## config.mk

```make
export PLATFORM = sky130hd
export DESIGN_NAME = websocket_frame_parser_flat
export DESIGN_NICKNAME = d
export VERILOG_FILES = /design/src/rtl/wsfp_pkg.sv /design/src/rtl/wsfp_if.sv /design/src/rtl/websocket_frame_parser.sv /design/src/rtl/wsfp_parse.sv /design/src/flat_wrapper.sv
export VERILOG_INCLUDE_DIRS = /design/src /design/src/rtl
export SDC_FILE = /design/constraint.sdc
export NUM_CORES = 1
export LEC_CHECK = 0
export BUFFER_PORTS_ARGS = -buffer_cell sky130_fd_sc_hd__clkbuf_2
export CAP_MARGIN = 20
export CORE_MARGIN = 2
export CORE_UTILIZATION = 60
export CTS_CLUSTER_DIAMETER = 100
export DETAILED_ROUTE_END_ITERATION = 12
export GPL_TIMING_DRIVEN = 0
export MAX_ROUTING_LAYER = met4
export PLACE_DENSITY = 0.76
export SLEW_MARGIN = 20
export SYNTH_ARGS = -nofsm -noshare
export SYNTH_HDL_FRONTEND = slang
export SYNTH_SLANG_ARGS = --single-unit
```

## constraint.sdc

```tcl
create_clock -name i_clk -period 4.1 [get_ports i_clk]
set_input_delay 0.41 -clock i_clk [delete_from_list [all_inputs] [get_ports i_clk]]
set_output_delay 0.41 -clock i_clk [all_outputs]
set_load 0.1 [all_outputs]
```

## src/rtl/websocket_frame_parser_macros.svh

```systemverilog
// Assertion helpers for the frame parser.
`ifndef WEBSOCKET_FRAME_PARSER_MACROS_SVH
`define WEBSOCKET_FRAME_PARSER_MACROS_SVH

// Same-cycle implication, sampled on the rising clock edge, off during reset.
`define WSFP_ASSERT_SAME(lbl, ante, cons, msg) \
    lbl: assert property (@(posedge i_clk) disable iff (!i_rst_n) \
        (ante) |-> (cons)) else $error(msg);

// Next-cycle implication.
`define WSFP_ASSERT_NEXT(lbl, ante, cons, msg) \
    lbl: assert property (@(posedge i_clk) disable iff (!i_rst_n) \
        (ante) |=> (cons)) else $error(msg);

`endif

```

## src/rtl/wsfp_pkg.sv

```systemverilog
`timescale 1ns / 1ps

package wsfp_pkg;

    localparam int LENGTH_WIDTH = 32;

    localparam logic [31:0] MAX_PAYLOAD_RESET = 32'd1048576;

    localparam logic OP_DATA    = 1'b0;
    localparam logic OP_RESTART = 1'b1;

    localparam logic [2:0] PH_FIRST   = 3'd0;
    localparam logic [2:0] PH_MASKLEN = 3'd1;
    localparam logic [2:0] PH_LEN16   = 3'd2;
    localparam logic [2:0] PH_LEN64   = 3'd3;
    localparam logic [2:0] PH_KEY     = 3'd4;
    localparam logic [2:0] PH_PAYLOAD = 3'd5;
    localparam logic [2:0] PH_DONE    = 3'd6;
    localparam logic [2:0] PH_ERROR   = 3'd7;

    localparam logic [1:0] ERR_NONE     = 2'd0;
    localparam logic [1:0] ERR_UNMASKED = 2'd1;
    localparam logic [1:0] ERR_TOO_BIG  = 2'd2;

    localparam logic [6:0] LEN_EXT16 = 7'd126;
    localparam logic [6:0] LEN_EXT64 = 7'd127;

    localparam logic [3:0] HDR_BYTES_LEN16 = 4'd2;
    localparam logic [3:0] HDR_BYTES_LEN64 = 4'd8;
    localparam logic [3:0] HDR_BYTES_KEY   = 4'd4;

    typedef struct packed {
        logic       op;
        logic [7:0] byte_in;
    } t_item;

    typedef struct packed {
        logic        accepted;
        logic        header_done;
        logic        fin;
        logic [2:0]  rsv_bits;
        logic [3:0]  opcode_out;
        logic [31:0] frame_length;
        logic        payload_valid;
        logic [7:0]  payload_byte;
        logic        frame_end;
        logic [1:0]  error_kind;
    } t_result;

endpackage

```

## src/rtl/wsfp_if.sv

```systemverilog
`timescale 1ns / 1ps

interface wsfp_in_if;
    logic       valid;
    logic       ready;
    logic       op;
    logic [7:0] byte_in;

    modport source (output valid, output op, output byte_in, input ready);
    modport sink   (input valid, input op, input byte_in, output ready);
endinterface

interface wsfp_out_if;
    logic        valid;
    logic        ready;
    logic        accepted;
    logic        header_done;
    logic        fin;
    logic [2:0]  rsv_bits;
    logic [3:0]  opcode_out;
    logic [31:0] frame_length;
    logic        payload_valid;
    logic [7:0]  payload_byte;
    logic        frame_end;
    logic [1:0]  error_kind;

    modport source (
        output valid, output accepted, output header_done, output fin,
        output rsv_bits, output opcode_out, output frame_length,
        output payload_valid, output payload_byte, output frame_end,
        output error_kind, input ready
    );
    modport sink (
        input valid, input accepted, input header_done, input fin,
        input rsv_bits, input opcode_out, input frame_length,
        input payload_valid, input payload_byte, input frame_end,
        input error_kind, output ready
    );
endinterface

interface wsfp_cfg_if;
    logic        valid;
    logic        ready;
    logic [31:0] data;

    modport source (output valid, output data, input ready);
    modport sink   (input valid, input data, output ready);
endinterface

```

## src/rtl/websocket_frame_parser.sv

```systemverilog
`timescale 1ns / 1ps
// WebSocket client-to-server frame parser. Takes one frame byte per transaction
// and returns one result per transaction: header fields, unmasked payload bytes,
// frame end and a sticky error code. Sustains one byte per clock cycle while the
// result sink is ready. Each byte passes through the input register, then the
// parser's per-byte state update into the result register. A stalled result
// keeps the next byte in the input register, and the input stalls once that
// register is full. The user must write max_payload through the config channel
// only while idle; the block itself does not enforce this.

module websocket_frame_parser (
    input  logic        i_clk,
    input  logic        i_rst_n,
    wsfp_in_if.sink     i_in,
    wsfp_out_if.source  o_out,
    wsfp_cfg_if.sink    i_cfg
);
    import wsfp_pkg::*;

    `include "websocket_frame_parser_macros.svh"

    logic        r_s1_valid;
    t_item       r_s1_item;
    logic        r_out_valid;
    t_result     r_out;
    logic [31:0] r_max_payload;

    t_result     n_result;
    logic        s1_adv;
    logic        in_acc;

    assign s1_adv     = r_s1_valid && (!r_out_valid || o_out.ready);
    assign i_in.ready = !r_s1_valid || s1_adv;
    assign in_acc     = i_in.valid && i_in.ready;
    assign i_cfg.ready = 1'b1;

    wsfp_parse u_parse (
        .i_clk         (i_clk),
        .i_rst_n       (i_rst_n),
        .i_en          (s1_adv),
        .i_item        (r_s1_item),
        .i_max_payload (r_max_payload),
        .o_result      (n_result)
    );

    always_ff @(posedge i_clk) begin
        if (!i_rst_n) begin
            r_s1_valid    <= 1'b0;
            r_out_valid   <= 1'b0;
            r_max_payload <= MAX_PAYLOAD_RESET;
        end else begin
            if (in_acc) begin
                r_s1_valid <= 1'b1;
            end else if (s1_adv) begin
                r_s1_valid <= 1'b0;
            end
            if (s1_adv) begin
                r_out_valid <= 1'b1;
            end else if (o_out.ready) begin
                r_out_valid <= 1'b0;
            end
            if (i_cfg.valid) begin
                r_max_payload <= i_cfg.data;
            end
        end
    end

    always_ff @(posedge i_clk) begin
        if (in_acc) begin
            r_s1_item.op      <= i_in.op;
            r_s1_item.byte_in <= i_in.byte_in;
        end
        if (s1_adv) begin
            r_out <= n_result;
        end
    end

    assign o_out.valid         = r_out_valid;
    assign o_out.accepted      = r_out.accepted;
    assign o_out.header_done   = r_out.header_done;
    assign o_out.fin           = r_out.fin;
    assign o_out.rsv_bits      = r_out.rsv_bits;
    assign o_out.opcode_out    = r_out.opcode_out;
    assign o_out.frame_length  = r_out.frame_length;
    assign o_out.payload_valid = r_out.payload_valid;
    assign o_out.payload_byte  = r_out.payload_byte;
    assign o_out.frame_end     = r_out.frame_end;
    assign o_out.error_kind    = r_out.error_kind;

    `WSFP_ASSERT_SAME(a_pvalid_accepted, r_out_valid && r_out.payload_valid, r_out.accepted && r_out.error_kind == ERR_NONE, "payload byte from a refused or failed transaction")
    `WSFP_ASSERT_SAME(a_hdone_pvalid_excl, r_out_valid && r_out.header_done, !r_out.payload_valid, "header end and payload byte in one result")
    `WSFP_ASSERT_SAME(a_fend_source, r_out_valid && r_out.frame_end, r_out.header_done || r_out.payload_valid, "frame end without header end or payload byte")
    `WSFP_ASSERT_NEXT(a_result_held, r_out_valid && !o_out.ready, r_out_valid && $stable(r_out), "stalled result register changed")

endmodule

```

## src/rtl/wsfp_parse.sv

```systemverilog
`timescale 1ns / 1ps

module wsfp_parse (
    input  logic              i_clk,
    input  logic              i_rst_n,
    input  logic              i_en,
    input  wsfp_pkg::t_item   i_item,
    input  logic [31:0]       i_max_payload,
    output wsfp_pkg::t_result o_result
);
    import wsfp_pkg::*;

    logic [2:0]  r_phase,        n_phase;
    logic [3:0]  r_bytes_left,   n_bytes_left;
    logic [63:0] r_len_accum,    n_len_accum;
    logic [31:0] r_remaining,    n_remaining;
    logic [31:0] r_mask_key,     n_mask_key;
    logic [1:0]  r_key_index,    n_key_index;
    logic [7:0]  r_header_bits,  n_header_bits;
    logic [31:0] r_payload_size, n_payload_size;
    logic [1:0]  r_err,          n_err;

    logic [63:0] len_shift;
    logic [63:0] len_cand;
    logic        too_big;
    logic        last_len_byte;
    logic [7:0]  key_byte;
    logic        accepted;
    logic        hdone;
    logic        pvalid;
    logic [7:0]  pbyte;
    logic        fend;

    assign len_shift     = {r_len_accum[55:0], i_item.byte_in};
    assign last_len_byte = (r_bytes_left == 4'd1);
    assign len_cand      = (r_phase == PH_MASKLEN) ? {57'd0, i_item.byte_in[6:0]} : len_shift;
    assign too_big       = (len_cand[63:32] != 32'd0) || (len_cand[31:0] > i_max_payload)
                           || ((len_cand >> LENGTH_WIDTH) != 64'd0);

    always_comb begin
        unique case (r_key_index)
            2'd0: key_byte = r_mask_key[31:24];
            2'd1: key_byte = r_mask_key[23:16];
            2'd2: key_byte = r_mask_key[15:8];
            default: key_byte = r_mask_key[7:0];
        endcase
    end

    always_comb begin
        n_phase        = r_phase;
        n_bytes_left   = r_bytes_left;
        n_len_accum    = r_len_accum;
        n_remaining    = r_remaining;
        n_mask_key     = r_mask_key;
        n_key_index    = r_key_index;
        n_header_bits  = r_header_bits;
        n_payload_size = r_payload_size;
        n_err          = r_err;
        accepted       = 1'b0;
        hdone          = 1'b0;
        pvalid         = 1'b0;
        pbyte          = 8'd0;
        fend           = 1'b0;

        if (i_item.op == OP_RESTART) begin
            n_phase        = PH_FIRST;
            n_bytes_left   = 4'd1;
            n_len_accum    = 64'd0;
            n_remaining    = 32'd0;
            n_mask_key     = 32'd0;
            n_key_index    = 2'd0;
            n_header_bits  = 8'd0;
            n_payload_size = 32'd0;
            n_err          = ERR_NONE;
        end else if (r_phase != PH_DONE && r_phase != PH_ERROR) begin
            accepted = 1'b1;
            unique case (r_phase)
                PH_FIRST: begin
                    n_header_bits = i_item.byte_in;
                    n_phase       = PH_MASKLEN;
                end
                PH_MASKLEN: begin
                    if (!i_item.byte_in[7]) begin
                        n_err   = ERR_UNMASKED;
                        n_phase = PH_ERROR;
                    end else if (i_item.byte_in[6:0] == LEN_EXT16) begin
                        n_phase      = PH_LEN16;
                        n_bytes_left = HDR_BYTES_LEN16;
                        n_len_accum  = 64'd0;
                    end else if (i_item.byte_in[6:0] == LEN_EXT64) begin
                        n_phase      = PH_LEN64;
                        n_bytes_left = HDR_BYTES_LEN64;
                        n_len_accum  = 64'd0;
                    end else if (too_big) begin
                        n_err   = ERR_TOO_BIG;
                        n_phase = PH_ERROR;
                    end else begin
                        n_payload_size = len_cand[31:0];
                        n_phase        = PH_KEY;
                        n_bytes_left   = HDR_BYTES_KEY;
                    end
                end
                PH_LEN16, PH_LEN64: begin
                    n_len_accum  = len_shift;
                    n_bytes_left = r_bytes_left - 4'd1;
                    if (last_len_byte) begin
                        if (too_big) begin
                            n_err   = ERR_TOO_BIG;
                            n_phase = PH_ERROR;
                        end else begin
                            n_payload_size = len_cand[31:0];
                            n_phase        = PH_KEY;
                            n_bytes_left   = HDR_BYTES_KEY;
                        end
                    end
                end
                PH_KEY: begin
                    n_mask_key   = {r_mask_key[23:0], i_item.byte_in};
                    n_bytes_left = r_bytes_left - 4'd1;
                    if (last_len_byte) begin
                        hdone       = 1'b1;
                        n_key_index = 2'd0;
                        n_remaining = r_payload_size;
                        if (r_payload_size == 32'd0) begin
                            fend    = 1'b1;
                            n_phase = PH_DONE;
                        end else begin
                            n_phase = PH_PAYLOAD;
                        end
                    end
                end
                default: begin
                    pvalid      = 1'b1;
                    pbyte       = i_item.byte_in ^ key_byte;
                    n_key_index = r_key_index + 2'd1;
                    n_remaining = r_remaining - 32'd1;
                    if (r_remaining == 32'd1) begin
                        fend    = 1'b1;
                        n_phase = PH_DONE;
                    end
                end
            endcase
        end

        o_result.accepted      = accepted;
        o_result.header_done   = hdone;
        o_result.fin           = n_header_bits[7];
        o_result.rsv_bits      = n_header_bits[6:4];
        o_result.opcode_out    = n_header_bits[3:0];
        o_result.frame_length  = n_payload_size;
        o_result.payload_valid = pvalid;
        o_result.payload_byte  = pbyte;
        o_result.frame_end     = fend;
        o_result.error_kind    = n_err;
    end

    always_ff @(posedge i_clk) begin
        if (!i_rst_n) begin
            r_phase        <= PH_FIRST;
            r_bytes_left   <= 4'd1;
            r_len_accum    <= 64'd0;
            r_remaining    <= 32'd0;
            r_mask_key     <= 32'd0;
            r_key_index    <= 2'd0;
            r_header_bits  <= 8'd0;
            r_payload_size <= 32'd0;
            r_err          <= ERR_NONE;
        end else if (i_en) begin
            r_phase        <= n_phase;
            r_bytes_left   <= n_bytes_left;
            r_len_accum    <= n_len_accum;
            r_remaining    <= n_remaining;
            r_mask_key     <= n_mask_key;
            r_key_index    <= n_key_index;
            r_header_bits  <= n_header_bits;
            r_payload_size <= n_payload_size;
            r_err          <= n_err;
        end
    end

endmodule

```

## src/flat_wrapper.sv

```systemverilog
// flat-port wrapper written by rule: the top's interface ports become plain ports
module websocket_frame_parser_flat import wsfp_pkg::*;
  (i_clk, i_rst_n, i_in_valid, i_in_op, i_in_byte_in, i_in_ready, o_out_valid, o_out_accepted, o_out_header_done, o_out_fin, o_out_rsv_bits, o_out_opcode_out, o_out_frame_length, o_out_payload_valid, o_out_payload_byte, o_out_frame_end, o_out_error_kind, o_out_ready, i_cfg_valid, i_cfg_data, i_cfg_ready);
  wsfp_in_if i_in_i ();
  wsfp_out_if o_out_i ();
  wsfp_cfg_if i_cfg_i ();
  input  logic i_clk;
  input  logic i_rst_n;
  input wire logic [$bits(i_in_i.valid)-1:0] i_in_valid;
  input wire logic [$bits(i_in_i.op)-1:0] i_in_op;
  input wire logic [$bits(i_in_i.byte_in)-1:0] i_in_byte_in;
  output wire logic [$bits(i_in_i.ready)-1:0] i_in_ready;
  output wire logic [$bits(o_out_i.valid)-1:0] o_out_valid;
  output wire logic [$bits(o_out_i.accepted)-1:0] o_out_accepted;
  output wire logic [$bits(o_out_i.header_done)-1:0] o_out_header_done;
  output wire logic [$bits(o_out_i.fin)-1:0] o_out_fin;
  output wire logic [$bits(o_out_i.rsv_bits)-1:0] o_out_rsv_bits;
  output wire logic [$bits(o_out_i.opcode_out)-1:0] o_out_opcode_out;
  output wire logic [$bits(o_out_i.frame_length)-1:0] o_out_frame_length;
  output wire logic [$bits(o_out_i.payload_valid)-1:0] o_out_payload_valid;
  output wire logic [$bits(o_out_i.payload_byte)-1:0] o_out_payload_byte;
  output wire logic [$bits(o_out_i.frame_end)-1:0] o_out_frame_end;
  output wire logic [$bits(o_out_i.error_kind)-1:0] o_out_error_kind;
  input wire logic [$bits(o_out_i.ready)-1:0] o_out_ready;
  input wire logic [$bits(i_cfg_i.valid)-1:0] i_cfg_valid;
  input wire logic [$bits(i_cfg_i.data)-1:0] i_cfg_data;
  output wire logic [$bits(i_cfg_i.ready)-1:0] i_cfg_ready;
  assign i_in_i.valid = i_in_valid;
  assign i_in_i.op = i_in_op;
  assign i_in_i.byte_in = i_in_byte_in;
  assign i_in_ready = i_in_i.ready;
  assign o_out_valid = o_out_i.valid;
  assign o_out_accepted = o_out_i.accepted;
  assign o_out_header_done = o_out_i.header_done;
  assign o_out_fin = o_out_i.fin;
  assign o_out_rsv_bits = o_out_i.rsv_bits;
  assign o_out_opcode_out = o_out_i.opcode_out;
  assign o_out_frame_length = o_out_i.frame_length;
  assign o_out_payload_valid = o_out_i.payload_valid;
  assign o_out_payload_byte = o_out_i.payload_byte;
  assign o_out_frame_end = o_out_i.frame_end;
  assign o_out_error_kind = o_out_i.error_kind;
  assign o_out_i.ready = o_out_ready;
  assign i_cfg_i.valid = i_cfg_valid;
  assign i_cfg_i.data = i_cfg_data;
  assign i_cfg_ready = i_cfg_i.ready;
  websocket_frame_parser u_core (.i_clk(i_clk), .i_rst_n(i_rst_n), .i_in(i_in_i), .o_out(o_out_i), .i_cfg(i_cfg_i));
endmodule
```

; Yosys cells after proc, flatten, opt, wreduce, memory -nomap -nowiden
; Index checks and enable logic that the tools add are counted.
[word_totals]
wordCells = 150
register_bits = 268
output_inout_bits = 57
[classes]
eq_ne = 18
addsub = 3
bitwise_logic = 3
reduce_logical = 32
n_mux = 69
n_lt_le_gt_ge = 1
[op_table]
columns = op, n
row1 = $mux 32, 13
row2 = $mux 56, 5
row3 = $pmux 32 s2, 2
row4 = $pmux 56 s2, 1
row5 = $mux 64, 1
row6 = $reduce_bool 64->1, 1
row7 = $eq 32x1->1 const B, 1
row8 = $gt 32x32->1, 1
row9 = $logic_not 32->1, 1
row10 = $mux 4, 8
row11 = $reduce_bool 32->1, 1
row12 = $sub 32x1->32 const B, 1
row13 = $mux 2, 12
row14 = $mux 3, 8
row15 = $mux 8, 3
row16 = $pmux 8 s3, 1
row17 = $reduce_and 5->1, 3
row18 = $eq 7x7->1 const B, 2
row19 = $pmux 3 s4, 1
row20 = $pmux 4 s3, 1
row21 = $mux 1, 10
row22 = $pmux 2 s2, 2
row23 = $reduce_bool 2->1, 4
row24 = $xor 8x8->8, 1
row25 = 31 further kinds, 42

; Logic depth before layout (Yosys ltp)
; Gate-level depths: netlist of the first run.
[depth]
ltp_word = 12
ltp_mapped = 16
mapped_depth_nobuf = 11

; Hierarchy
; A second synthesis of the first run with hierarchy kept.
[unflattened]
cells_unflattened = 1427
hier_area_um2 = 12732.2
[by_module_without_submodules]
columns = mod, seq_area_each_um2, area_per_inst_um2, cells_each, instances
row1 = wsfp_parse, 3423.3, 9504.1, 1250, 1
row2 = websocket_frame_parser, 2572.5, 3228.1, 177, 1

; Worst setup path after synthesis of the first run
; Ideal clock, no wire load.
[synth_timing]
kind = register -> register
start = register u_core.r_out_valid (netlist: u_core.o_out.valid)
end = register u_core.u_parse.r_mask_key[28]
path_slack_ps = 520
path_buffers = 2
arrival_time_ps = 3506
stages_incl_launch_ff = 8
setup_time_ps = 73
t_required_ps = 4027
path_cell_list = dfxtp_1 > nand2b_1 > nand2_1 > inv_1 > clkbuf_1 > clkbuf_1 > nand4_1 > a21oi_1
[synth_via]
elab_chain_len = 4
[synth_rtl]
columns = element, line
row1 = "start, declared", websocket_frame_parser.sv:24  ; logic r_out_valid;
row2 = "start signal, assigned", websocket_frame_parser.sv:49  ; r_out_valid <= 1'b0;
row3 = "start signal, assigned", websocket_frame_parser.sv:58  ; r_out_valid <= 1'b1;
row4 = "start signal, assigned", websocket_frame_parser.sv:60  ; r_out_valid <= 1'b0;
row5 = $logic_not 1->1, websocket_frame_parser.sv:32  ; assign s1_adv = r_s1_valid && (!r_out_valid || o_out.ready);
row6 = $logic_or 1x1->1, websocket_frame_parser.sv:32
row7 = $logic_and 1x1->1, websocket_frame_parser.sv:32
row8 = via u_core.s1_adv, websocket_frame_parser.sv:29  ; logic s1_adv;
row9 = $reduce_and 3->1 (no source line), -
row10 = "end signal, assigned", wsfp_parse.sv:173  ; r_mask_key <= n_mask_key;
row11 = "end, declared", wsfp_parse.sv:17  ; logic [31:0] r_mask_key, n_mask_key;
; The timed path passes the listed nets, and every way through them passes these cells.
; A chain may end at the register's enable or synchronous reset.

==> flow_summary.json, run 1 <==
{
  "hold_violations": 0,
  "worst_pin_slew_ns": 1.167,
  "reg2reg_slack_ns": 0.13,
  "clock_sinks": 268,
  "die_width_um": 149.0,
  "n_fill_cell": 1695,
  "finalNetCount": 1638,
  "postSynthAreaPerCell_um2": 8.922,
  "hold_depth": 1,
  "netlist.top_cell.by_area": "sky130_fd_sc_hd__dfxtp_1",
  "area_growth_syn_to_layout_pct": 15.19,
  "synth_top_area_share_pct": 32.53,
  "grt_pass1_vias": 10660,
  "crit_cells": 16,
  "path_class": "flip-flop to flip-flop",
  "detailedPlace.worstSlack_ns": -0.8473,
  "crit_fanout": 10,
  "largest_net_degree_at_the_start_of_global_routing": 47,
  "maxCapViolCount": 0,
  "ir_drop_mv": 0.3393,
  "final_max_slew_viol_count": 0,
  "power_per_cell_area_nw_per_um2": 408.5,
  "ant_nets": 0,
  "yosys_warnings": 0,
  "critical_path_buf_inv_count": 5,
  "io-pin-count": 103,
  "share_comb_of_total_power_pct": 10.2,
  "path_cells": "nor2b_4 -> nand2b_1 -> buf_2 -> buf_2 -> and2_1 -> ha_1 -> nand4_1 -> nor4_4 -> nor2b_4 -> o41a_1 -> buf_4 -> nor3_4 -> and3_1 -> buf_2 -> clkbuf_4 -> a22o_1",
  "muxShareOfSynthArea_pct": 3.332,
  "critical_path.endpoint_type": "flip-flop",
  "synth-edff-count": 63,
  "stdcell_area_um2": 14530,
  "worstSetupStartpointType": "flip-flop",
  "post_synthesis_adder_cell_area_fraction_pct": 3.967,
  "timing.critical_path.arrival_ns": 4.25,
  "clk_transition_reported_paths_ns": 0.07,
  "cpLargestDelayFamily": "simple AND/OR/NAND/NOR gates",
  "first_iter_violations": 989,
  "aggregate_global_routing_overflow": 0,
  "layoutNonFillerInstCount": 1849,
  "drcViolationCount": 0,
  "placeableCoreArea_um2": 20820,
  "initial_antenna_violation_count": 0,
  "dpl_wire_length_mm": 25.89,
  "worst_setup_path_endpoint": "u_core.o_out.frame_length[13]",
  "post_synth_main_area_contributors": "sky130_fd_sc_hd__dfxtp_1 (33%), sky130_fd_sc_hd__edfxtp_1 (15%), sky130_fd_sc_hd__a21oi_1 (5.8%)",
  "p_leak_nw": 5.640,
  "cpMostUsedCell": "sky130_fd_sc_hd__buf_2",
  "synth.lib_cells_used.distinct": 70,
  "r2r-end": "u_core.o_out.frame_length[13]",
  "status": "finished, final reports clean",
  "critPathLaunch": "u_core.u_parse.r_phase[1]",
  "post_synthesis_cells": 1414,
  "htree_levels": 1,
  "synth.top_cells.by_count": "sky130_fd_sc_hd__dfxtp_1 (205), sky130_fd_sc_hd__nand2_1 (164), sky130_fd_sc_hd__a21oi_1 (145)",
  "final.min_clock_period_ns": 3.967,
  "insertedDiodeCount": 0,
  "setup-violations-final": 0,
  "slowest_delay_ns": 0.40,
  "clock.fmax_mhz": 252.1,
  "wire_per_inst_um": 19.83,
  "slew_headroom_pct": 22.03,
  "count_of_port_buffers_added_during_placement": 100,
  "totalPowerFinal_mw": 5.936,
  "synth-seq-cells": 268,
  "grt_first_pass_wirelength_mm": 57.33,
  "drive_above_1_share_pct": 12.77,
  "post-route-worst-setup-slack_ns": 0.1334,
  "synth_area_um2": 12620,
  "layout.core_utilization_pct": 69.79,
  "p_int_mw": 4.395,
  "initial_util_pct": 60.59,
  "reg2regPathDepth": 16,
  "synth-simple-area-share_pct": 20.15,
  "routed_via_density": 6.187,
  "grt_overall_usage_pct": 33.29,
  "die_y_um": 149.0,
  "tritoncts_clock_tree": "yes",
  "worstHoldPathType": "input port to flip-flop",
  "synth-xor-area-share_pct": 0.8331,
  "postSynth.topFlopCell": "sky130_fd_sc_hd__dfxtp_1",
  "numPlacedInstances": 1790,
  "power.switching_mw": 1.541,
  "yosys.cell_count.top_type": "sky130_fd_sc_hd__dfxtp_1",
  "cts_made_buffers": 28,
  "worst_ep_required_time_ns": 4.38,
  "ys_seq_area_share_pct": 47.53,
  "asyncSetResetFlopFracSynth_pct": 0,
  "die_area_um2": 22200,
  "gpl.final_weighted_congestion": 0.9850,
  "worstReg2RegStart": "u_core.u_parse.r_phase[1]",
  "rows": 53,
  "synth_top_family_by_area": "simple AND/OR/NAND/NOR gates",
  "slowest_stage_cell_crit_path": "sky130_fd_sc_hd__dfxtp_1",
  "power.share.sequential_pct": 47.0,
  "cts_buffer_depth": 3,
  "clk_latency_ns": 0.55,
  "place_area_um2": 13490,
  "detail_route.wirelength_mm": 36.66,
  "post-route-period-util_pct": 96.75,
  "clock_skew_ns": 0.01064,
  "power_switching_share_pct": 25.96,
  "syn-num-nets": 1500,
  "synth_compound_gate_area_share_pct": 19.07,
  "detail_route.first_pass.iterations": 6,
  "power.share.clock_pct": 42.9,
  "cts-root-buf": "sky130_fd_sc_hd__clkbuf_16",
  "routed-via-count": 11440
}
==> how the worst min path moves through the flow <==
stage / start / end / slack [ns]
floorplan: u_core.u_parse.r_err[1] / u_core.u_parse.r_err[1] / 0.41
global placement: u_core.u_parse.r_err[1] / u_core.u_parse.r_err[1] / 0.42
detailed placement: u_core.u_parse.r_err[1] / u_core.u_parse.r_err[1] / 0.44
CTS: i_in_byte_in[4] / u_core.r_s1_item[4] / 0.03
global route: i_in_byte_in[7] / u_core.r_s1_item[7] / 0.03
finish: i_in_byte_in[7] / u_core.r_s1_item[7] / 0.04
==> worst register-to-register path, stage by stage (launching register included) <==
cell and delay [ns]:
sky130_fd_sc_hd__dfxtp_1 0.40, sky130_fd_sc_hd__nor2b_4 0.18, sky130_fd_sc_hd__nand2b_1 0.13, sky130_fd_sc_hd__buf_2 0.24
sky130_fd_sc_hd__buf_2 0.22, sky130_fd_sc_hd__and2_1 0.18, sky130_fd_sc_hd__ha_1 0.31, sky130_fd_sc_hd__nand4_1 0.21
sky130_fd_sc_hd__nor4_4 0.38, sky130_fd_sc_hd__nor2b_4 0.24, sky130_fd_sc_hd__o41a_1 0.15, sky130_fd_sc_hd__buf_4 0.20
sky130_fd_sc_hd__nor3_4 0.08, sky130_fd_sc_hd__and3_1 0.16, sky130_fd_sc_hd__buf_2 0.16, sky130_fd_sc_hd__clkbuf_4 0.20
sky130_fd_sc_hd__a22o_1 0.24
==> through the flow <==
stage | hold slack (ns) | TNS (ns)
after floorplan | 0.4108 | 0
after global placement | 0.4206 | -67.22
after detailed placement | 0.4385 | -47.57
after CTS | 0.03145 | 0
after global routing | 0.03146 | -0.001654
final | 0.03917 | 0
==> cell type report <==
| type | instances | area, um^2 | share of cell area (%) |
|---|---|---|---|
| Clock inverter | 14 | 150.1 | 1.033 |
| Buffer | 101 | 473.0 | 3.254 |
| Multi-Input combinational cell | 996 | 6045 | 41.59 |
| Timing Repair Buffer | 108 | 580.6 | 3.995 |
| Inverter | 49 | 183.9 | 1.266 |
| Sequential cell | 268 | 5997 | 41.27 |
| Tap cell | 275 | 344.1 | 2.368 |
| Clock buffer | 38 | 759.5 | 5.226 |
==> power by group through the flow <==
stage                     Combinational (mW)  Clock (mW)  Sequential, mW
after floorplan                        0.287           0            2.98
after global placement                 0.570           0            2.84
after detailed placement               0.582           0            2.84
after CTS                              0.595        2.55            2.79
after global routing                   0.644        2.66            2.79
final                                  0.604        2.55            2.79
==> sequential cells by signal, summed over array words and instances (netlist names), 2 cells and up <==
register	count
u_core.o_out.opcode_out	4
u_core.r_max_payload	32
u_core.u_parse.r_remaining	32
u_core.o_out.payload_byte	8
u_core.r_s1_item	9
u_core.u_parse.r_len_accum	56
u_core.u_parse.r_bytes_left	4
u_core.o_out.rsv_bits	3
u_core.u_parse.r_header_bits	8
u_core.u_parse.r_phase	3
u_core.o_out.error_kind	2
u_core.u_parse.r_payload_size	32
u_core.u_parse.r_mask_key	32
u_core.o_out.frame_length	32
u_core.u_parse.r_key_index	2
u_core.u_parse.r_err	2
==> layer usage <==
metal	track usage (%)	share of wire (%)
met1	45.38	42
met2	52.60	46
met3	4.373	8.8
met4	9.000	2.3
met5	-	0
==> cells by family (layout without fill, tap and decap cells) <==
kind of cell / after synthesis / in the layout
compound gates: 366 / 366
xor+xnor: 12 / 12
fa+ha+maj: 40 / 40
buf+inv: 150 / 310
flops: 268 / 268
mux: 42 / 42
other cells: 1 / 1
simple gates: 535 / 535
==> cell usage in the layout (no fill, tap or decap), types with 13 or more instances in the layout <==
master	n
sky130_fd_sc_hd__a21oi_1	144
sky130_fd_sc_hd__a22o_1	54
sky130_fd_sc_hd__a22oi_1	26
sky130_fd_sc_hd__and2_1	27
sky130_fd_sc_hd__buf_2	13
sky130_fd_sc_hd__clkbuf_1	81
sky130_fd_sc_hd__clkbuf_16	29
sky130_fd_sc_hd__clkbuf_2	103
sky130_fd_sc_hd__dfxtp_1	204
sky130_fd_sc_hd__edfxtp_1	63
sky130_fd_sc_hd__ha_1	40
sky130_fd_sc_hd__inv_1	49
sky130_fd_sc_hd__mux2i_1	42
sky130_fd_sc_hd__nand2_1	164
sky130_fd_sc_hd__nand3_1	71
sky130_fd_sc_hd__nand4_1	34
sky130_fd_sc_hd__nor2_1	140
sky130_fd_sc_hd__nor3_1	20
sky130_fd_sc_hd__nor4_1	26
sky130_fd_sc_hd__o21ai_0	51
==> timing repair <==
| item | CTS | global route |
|---|---|---|
| gates resized for setup | 12 | 10 |
| buffers inserted | 7 | 0 |
| hold buffers | 0 | 0 |
| endpoints found under the setup margin | 74 | 59 |
| pin swaps | 5 | 3 |
Power figures use the tool's default switching activity.
==> inputs of run 2 (changes only) <==
- ABC_AREA: default -> 1
- clock period: 4.1 -> 4 ns (I/O delays scaled with it)
==> flow_summary.json, run 2 <==
{
  "status": "finished, final reports clean",
  "worstHoldPathType": "input port to flip-flop",
  "clock_sinks": 268,
  "ys_seq_area_share_pct": 43.96,
  "layout.area.seq_um2": 5996,
  "crit_fanout": 10,
  "timing.critical_path.arrival_ns": 4.23,
  "registers.top_by_ff_count": "u_core.u_parse.r_len_accum",
  "critical_path_buf_inv_count": 6,
  "clock_skew_ns": 0.01446,
  "clk_transition_reported_paths_ns": 0.06,
  "die_area_um2": 23950,
  "numPlacedInstances": 2241,
  "hold_violations": 0,
  "routed-via-count": 13470,
  "die_width_um": 154.8,
  "highest_signal_layer_in_the_routed_design": "met4",
  "hold_ws_ns": 0.01296,
  "synth-edff-count": 63,
  "share_comb_of_total_power_pct": 15.8,
  "p_leak_nw": 6.813,
  "synth.lib_cells_used.distinct": 43,
  "cts_hold_buf": 0,
  "power.share.clock_pct": 41.3,
  "placeableCoreArea_um2": 22500,
  "synth_top_area_share_pct": 30.09,
  "layout.core_utilization_pct": 69.31,
  "postSynth.topFlopCell": "sky130_fd_sc_hd__dfxtp_1",
  "slew_headroom_pct": 42.71,
  "critPathLaunch": "u_core.u_parse.r_phase[2]",
  "dpl_wire_length_mm": 30.05,
  "cts-root-buf": "sky130_fd_sc_hd__clkbuf_16",
  "gpl.final_weighted_congestion": 0.9631,
  "aggregate_global_routing_overflow": 0,
  "cpMostUsedCell": "sky130_fd_sc_hd__nand2_1",
  "wire_per_inst_um": 17.66,
  "detail_route.first_pass.iterations": 6,
  "layoutNonFillerInstCount": 2298,
  "initial_antenna_violation_count": 0,
  "reg2regPathDepth": 23,
  "mostFrequentLayoutCell": "sky130_fd_sc_hd__nand2_1",
  "leading_cell_types_in_the_layout_fill_and_taps_excluded": "sky130_fd_sc_hd__nand2_1 (419), sky130_fd_sc_hd__a21oi_1 (257), sky130_fd_sc_hd__dfxtp_1 (205)",
  "ant_nets": 0,
  "worstSetupStartpointType": "flip-flop",
  "drcViolationCount": 0,
  "worstReg2RegStart": "u_core.u_parse.r_phase[2]",
  "power.switching_mw": 2.022,
  "critical_path.endpoint_type": "flip-flop",
  "power_switching_share_pct": 29.11,
  "grt_first_pass_wirelength_mm": 63.23,
  "synth-seq-cells": 268,
  "postSynthAreaPerCell_um2": 7.357,
  "post_synthesis_cells": 1854,
  "post_synth_main_area_contributors": "sky130_fd_sc_hd__dfxtp_1 (30%), sky130_fd_sc_hd__edfxtp_1 (14%), sky130_fd_sc_hd__nand2_1 (12%)",
  "clk_latency_ns": 0.57,
  "path_cells": "buf_4 -> nor2_1 -> nand2_1 -> clkbuf_4 -> buf_2 -> nand2_1 -> inv_1 -> ha_1 -> nand2_1 -> inv_1 -> nand2_1 -> nand2_1 -> nand2_1 -> nand3_1 -> a21oi_1 -> nand2_1 -> nand2_4 -> nand2_2 -> buf_4 -> nand2_1 -> nand3b_1 -> nand3_1 -> nand2_1",
  "worst_setup_path_endpoint": "u_core.o_out.frame_length[27]",
  "post-route-period-util_pct": 98.35,
  "final.min_clock_period_ns": 3.934,
  "slowest_stage_cell_crit_path": "sky130_fd_sc_hd__dfxtp_1",
  "grt_overall_usage_pct": 34.19,
  "tritoncts_clock_tree": "yes",
  "cts_made_buffers": 29,
  "slowest_delay_ns": 0.30,
  "yosys_warnings": 0,
  "path_class": "flip-flop to flip-flop",
  "maxCapViolCount": 0,
  "synth_area_um2": 13640,
  "die_y_um": 154.8,
  "io-pin-count": 103,
  "initial_util_pct": 60.61,
  "r2r-end": "u_core.o_out.frame_length[27]",
  "tns_ns": 0,
  "n_fill_cell": 1968,
  "insertedDiodeCount": 0,
  "first_iter_violations": 1393,
  "htree_levels": 1,
  "multi_input_comb_area_um2": 6395,
  "cts_buffer_depth": 3,
  "finalNetCount": 2076,
  "detail_route.wirelength_mm": 40.59,
  "worst_ep_required_time_ns": 4.29,
  "hold_depth": 1,
  "area_growth_syn_to_layout_pct": 14.35,
  "largest_net_degree_at_the_start_of_global_routing": 38,
  "drive_above_1_share_pct": 10.83,
  "ir_drop_mv": 0.3325,
  "final_max_slew_viol_count": 0,
  "power.share.sequential_pct": 42.8,
  "clock.fmax_mhz": 254.2,
  "detailroute.wirelength.met2_mm": 18.19,
  "count_of_port_buffers_added_during_placement": 101,
  "reg2reg_slack_ns": 0.07,
  "grt_pass1_vias": 12100,
  "cpLargestDelayFamily": "simple AND/OR/NAND/NOR gates",
  "routed_via_density": 5.862,
  "syn-num-nets": 1940,
  "crit_cells": 23,
  "netlist.top_cell.by_area": "sky130_fd_sc_hd__dfxtp_1",
  "worst_pin_slew_ns": 0.8593,
  "yosys.cell_count.top_type": "sky130_fd_sc_hd__nand2_1",
  "wl_met1_mm": 16.90,
  "power_per_cell_area_nw_per_um2": 445.4,
  "synth.top_cells.by_count": "sky130_fd_sc_hd__nand2_1 (420), sky130_fd_sc_hd__a21oi_1 (257), sky130_fd_sc_hd__dfxtp_1 (205)",
  "p_int_mw": 4.925,
  "setup-violations-final": 0,
  "flip_flop_count_of_the_largest_register_all_copies_and_words_added": 56,
  "dr_wl_met3_mm": 3.948,
  "asyncSetResetFlopFracSynth_pct": 0,
  "rows": 55
}
## run 2: how the worst min path moves through the flow
stage	start	end
6_report	i_in_byte_in[4]	u_core.r_s1_item[4]
4_1_cts	i_in_byte_in[4]	u_core.r_s1_item[4]
5_1_grt	i_in_byte_in[3]	u_core.r_s1_item[3]
3_5_place_dp	u_core.u_parse.r_len_accum[54]	u_core.u_parse.r_len_accum[54]
3_3_place_gp	u_core.r_max_payload[10]	u_core.r_max_payload[10]
2_1_floorplan	u_core.r_max_payload[31]	u_core.r_max_payload[31]
## run 2: logic make-up (layout without fill, tap and decap cells)
group	Yosys count	in the layout	share of synthesized area (%)
XOR/XNOR	16	16	1.027
buffers and inverters	321	480	9.284
multiplexers	1	1	0.07339
AO/OA/AOI/OAI	469	469	18.92
AND/OR/NAND/NOR	738	738	23.04
adder cells (fa/ha/maj)	40	40	3.669
other	1	1	0.02749
flip-flops	268	268	43.96
## run 2: worst reg2reg max path, delay by kind of cell (launching register included)
family          cells  cell delay, ns
simple gates       15            1.78
buf+inv             6            0.96
flops               1            0.30
fa+ha+maj           1            0.30
compound gates      1            0.30
## run 2: metrics by stage
stage / area (um^2) / power, mW / setup slack (ns)
after global routing: 15600 / 7.169 / -0.01430
after global placement: 14500 / 4.083 / -0.1350
after CTS: 15550 / 6.936 / 0.1009
after floorplan: 13640 / 3.828 / 0.5456
after detailed placement: 14530 / 4.105 / -0.00006262
final: 15600 / 6.947 / 0.06608
## run 2: power groups by stage
stage | clock network (mW) | logic (mW) | registers, mW
CTS | 2.88 | 1.08 | 2.97
finish | 2.87 | 1.10 | 2.98
detailed placement | 0 | 1.08 | 3.03
global route | 2.98 | 1.20 | 2.98
global placement | 0 | 1.05 | 3.03
floorplan | 0 | 0.621 | 3.21
## run 2: timing repair
action | CTS | global route
gates resized for setup | 2 | 11
endpoints found under the setup margin | 10 | 66
buffers inserted | 0 | 3
pin swaps | 0 | 1
## run 2: final cells by class
| class | instances | share of cell area (%) |
|---|---|---|
| multi-input combinational | 1265 | 41.00 |
| sequential | 268 | 38.44 |
| clock buffer | 42 | 5.223 |
| inverter | 210 | 5.078 |
| timing repair buffer | 105 | 3.514 |
| buffer | 111 | 3.137 |
| tap | 285 | 2.286 |
| clock inverter | 12 | 1.316 |
## run 2: routing by layer
metal,GRT usage (%),up-vias
met5,-,-
met4,12.74,0
met3,5.912,113
met2,52.44,648
met1,45.61,6226
li1,-,6484
==> inputs of run 3 (changes only) <==
--- a/config.mk
+++ b/config.mk
@@ -11,2 +11,3 @@
 export CAP_MARGIN = 20
+export CORE_ASPECT_RATIO = 0.9
 export CORE_MARGIN = 2
==> constraint.sdc (replaced) <==
create_clock -name i_clk -period 4 [get_ports i_clk]
set_input_delay 0.6 -clock i_clk [delete_from_list [all_inputs] [get_ports i_clk]]
set_output_delay 0.6 -clock i_clk [all_outputs]
set_load 0.1 [all_outputs]
==> flow_summary.json, run 3 (synthesis results as in run 2) <==
{
  "status": "finished, final reports clean",
  "worstSetupStartpointType": "flip-flop",
  "worst_pin_slew_ns": 1.139,
  "dpl_wire_length_mm": 30.30,
  "flip_flop_count_of_the_largest_register_all_copies_and_words_added": 56,
  "drcViolationCount": 0,
  "grt_overall_usage_pct": 34.94,
  "hold_depth": 1,
  "n_fill_cell": 1932,
  "rsz0062_at_grt": "false",
  "path_class": "flip-flop to flip-flop",
  "mostFrequentLayoutCell": "sky130_fd_sc_hd__nand2_1",
  "clock.fmax_mhz": 264.1,
  "power_per_cell_area_nw_per_um2": 437.4,
  "p_leak_nw": 6.820,
  "io-pin-count": 103,
  "slew_headroom_pct": 24.05,
  "detail_route.wirelength_mm": 40.93,
  "place_area_um2": 14540,
  "clock_sinks": 268,
  "die_y_um": 147.0,
  "leading_cell_types_in_the_layout_fill_and_taps_excluded": "sky130_fd_sc_hd__nand2_1 (419), sky130_fd_sc_hd__a21oi_1 (256), sky130_fd_sc_hd__dfxtp_1 (205)",
  "grt_first_pass_wirelength_mm": 64.57,
  "reg2regPathDepth": 20,
  "worstHoldPathType": "input port to flip-flop",
  "final_max_slew_viol_count": 0,
  "initial_antenna_violation_count": 0,
  "placeableCoreArea_um2": 22380,
  "wire_per_inst_um": 17.76,
  "setup-violations-final": 0,
  "cts_made_buffers": 28,
  "cts-root-buf": "sky130_fd_sc_hd__clkbuf_16",
  "post-route-period-util_pct": 94.67,
  "ir_drop_mv": 0.3622,
  "largest_net_degree_at_the_start_of_global_routing": 37,
  "stdcell_area_um2": 15540,
  "die_area_um2": 23960,
  "initial_util_pct": 60.94,
  "first_iter_violations": 1505,
  "ant_nets": 0,
  "clk_latency_ns": 0.55,
  "timing.critical_path.arrival_ns": 4.04,
  "hold_violations": 0,
  "detailedPlace.worstSlack_ns": -0.04564,
  "hold_ws_ns": 0.2239,
  "crit_fanout": 10,
  "final.min_clock_period_ns": 3.787,
  "totalPowerFinal_mw": 6.796,
  "worst_ep_required_time_ns": 4.26,
  "registers.top_by_ff_count": "u_core.u_parse.r_len_accum",
  "tritoncts_clock_tree": "yes",
  "count_of_port_buffers_added_during_placement": 101,
  "insertedDiodeCount": 0,
  "routed_via_density": 5.859,
  "cts_hold_buf": 0,
  "cts_buffer_depth": 3,
  "clk_transition_reported_paths_ns": 0.07,
  "finalNetCount": 2072,
  "drive_above_1_share_pct": 10.86,
  "gpl.final_weighted_congestion": 0.9598,
  "maxCapViolCount": 0,
  "aggregate_global_routing_overflow": 0,
  "routed-via-count": 13500,
  "area_growth_syn_to_layout_pct": 13.91,
  "die_width_um": 162.9,
  "number_of_setup_buffers_added_after_cts": 0,
  "reg2reg_slack_ns": 0.21,
  "post-route-worst-setup-slack_ns": 0.2132,
  "clock_skew_ns": 0.02144,
  "grt_pass1_vias": 12340,
  "htree_levels": 1,
  "detail_route.first_pass.iterations": 7,
  "critical_path.endpoint_type": "flip-flop",
  "rows": 52
}
==> run 3: area by class of cell <==
type                    instances  area [um^2]  share of cell area, %
well taps                     297        371.6                  2.392
plain buffers                 111        489.2                  3.149
inverters                     210        788.3                  5.074
clock inverters                15        155.1                 0.9986
repair buffers                102        525.5                  3.382
clock buffers                  37        817.0                  5.259
flip-flops and latches        268         5996                  38.59
multi-input cells            1265         6394                  41.15
==> run 3: what timing repair did <==
action,CTS,global route
gates cloned,0,0
gates resized for setup,2,10
setup endpoints to repair,11,61
pin swaps,0,1
==> run 3: worst paths after layout <==
check                                 start                            end
setup / recovery  u_core.u_parse.r_phase[2]  u_core.o_out.frame_length[27]
setup reg to reg  u_core.u_parse.r_phase[2]  u_core.o_out.frame_length[27]
hold / removal              i_in_byte_in[1]            u_core.r_s1_item[1]
hold reg to reg     u_core.r_max_payload[8]        u_core.r_max_payload[8]
==> run 3: power by group <==
part | switching, mW | leakage, nW | total (mW) | internal [mW]
logic | 0.805 | 4.06 | 1.10 | 0.300
clock network | 1.09 | 0.491 | 2.72 | 1.63
registers | 0.0903 | 2.27 | 2.97 | 2.88
==> run 3: stage by stage <==
step | instances | util (%) | setup TNS [ns]
2_1_floorplan | 1854 | - | 0
3_3_place_gp | 2252 | 64.86 | -20.41
3_5_place_dp | 2253 | 64.97 | -0.06994
4_1_cts | 2305 | 69.32 | 0
5_1_grt | 2305 | 69.42 | 0
6_report | 2305 | 69.42 | 0
==> run 3: critical path, cell delays in order (launching register included) <==
cell and delay [ns]:
sky130_fd_sc_hd__dfxtp_1 0.30, sky130_fd_sc_hd__buf_4 0.16, sky130_fd_sc_hd__nor2_1 0.14, sky130_fd_sc_hd__nand2_1 0.08
sky130_fd_sc_hd__buf_2 0.22, sky130_fd_sc_hd__buf_2 0.21, sky130_fd_sc_hd__nand2_1 0.12, sky130_fd_sc_hd__inv_1 0.06
sky130_fd_sc_hd__ha_1 0.29, sky130_fd_sc_hd__nand2_1 0.07, sky130_fd_sc_hd__nor2_1 0.15, sky130_fd_sc_hd__nand4_1 0.16
sky130_fd_sc_hd__nor2_2 0.19, sky130_fd_sc_hd__nand4_1 0.23, sky130_fd_sc_hd__nand2_4 0.20, sky130_fd_sc_hd__nand2_2 0.17
sky130_fd_sc_hd__buf_4 0.24, sky130_fd_sc_hd__nand2_1 0.12, sky130_fd_sc_hd__nand3b_1 0.12, sky130_fd_sc_hd__nand3_1 0.10
sky130_fd_sc_hd__nand2_1 0.14
==> run 3: per-layer routing <==
metal / global-route usage [%] / part of all wire [%] / wire, um
met1: 47.34 / 43 / 17400
met2: 52.73 / 45 / 18300
met4: 12.21 / 3.4 / 1385
met5: - / 0 / 0
met3: 6.465 / 9.4 / 3840
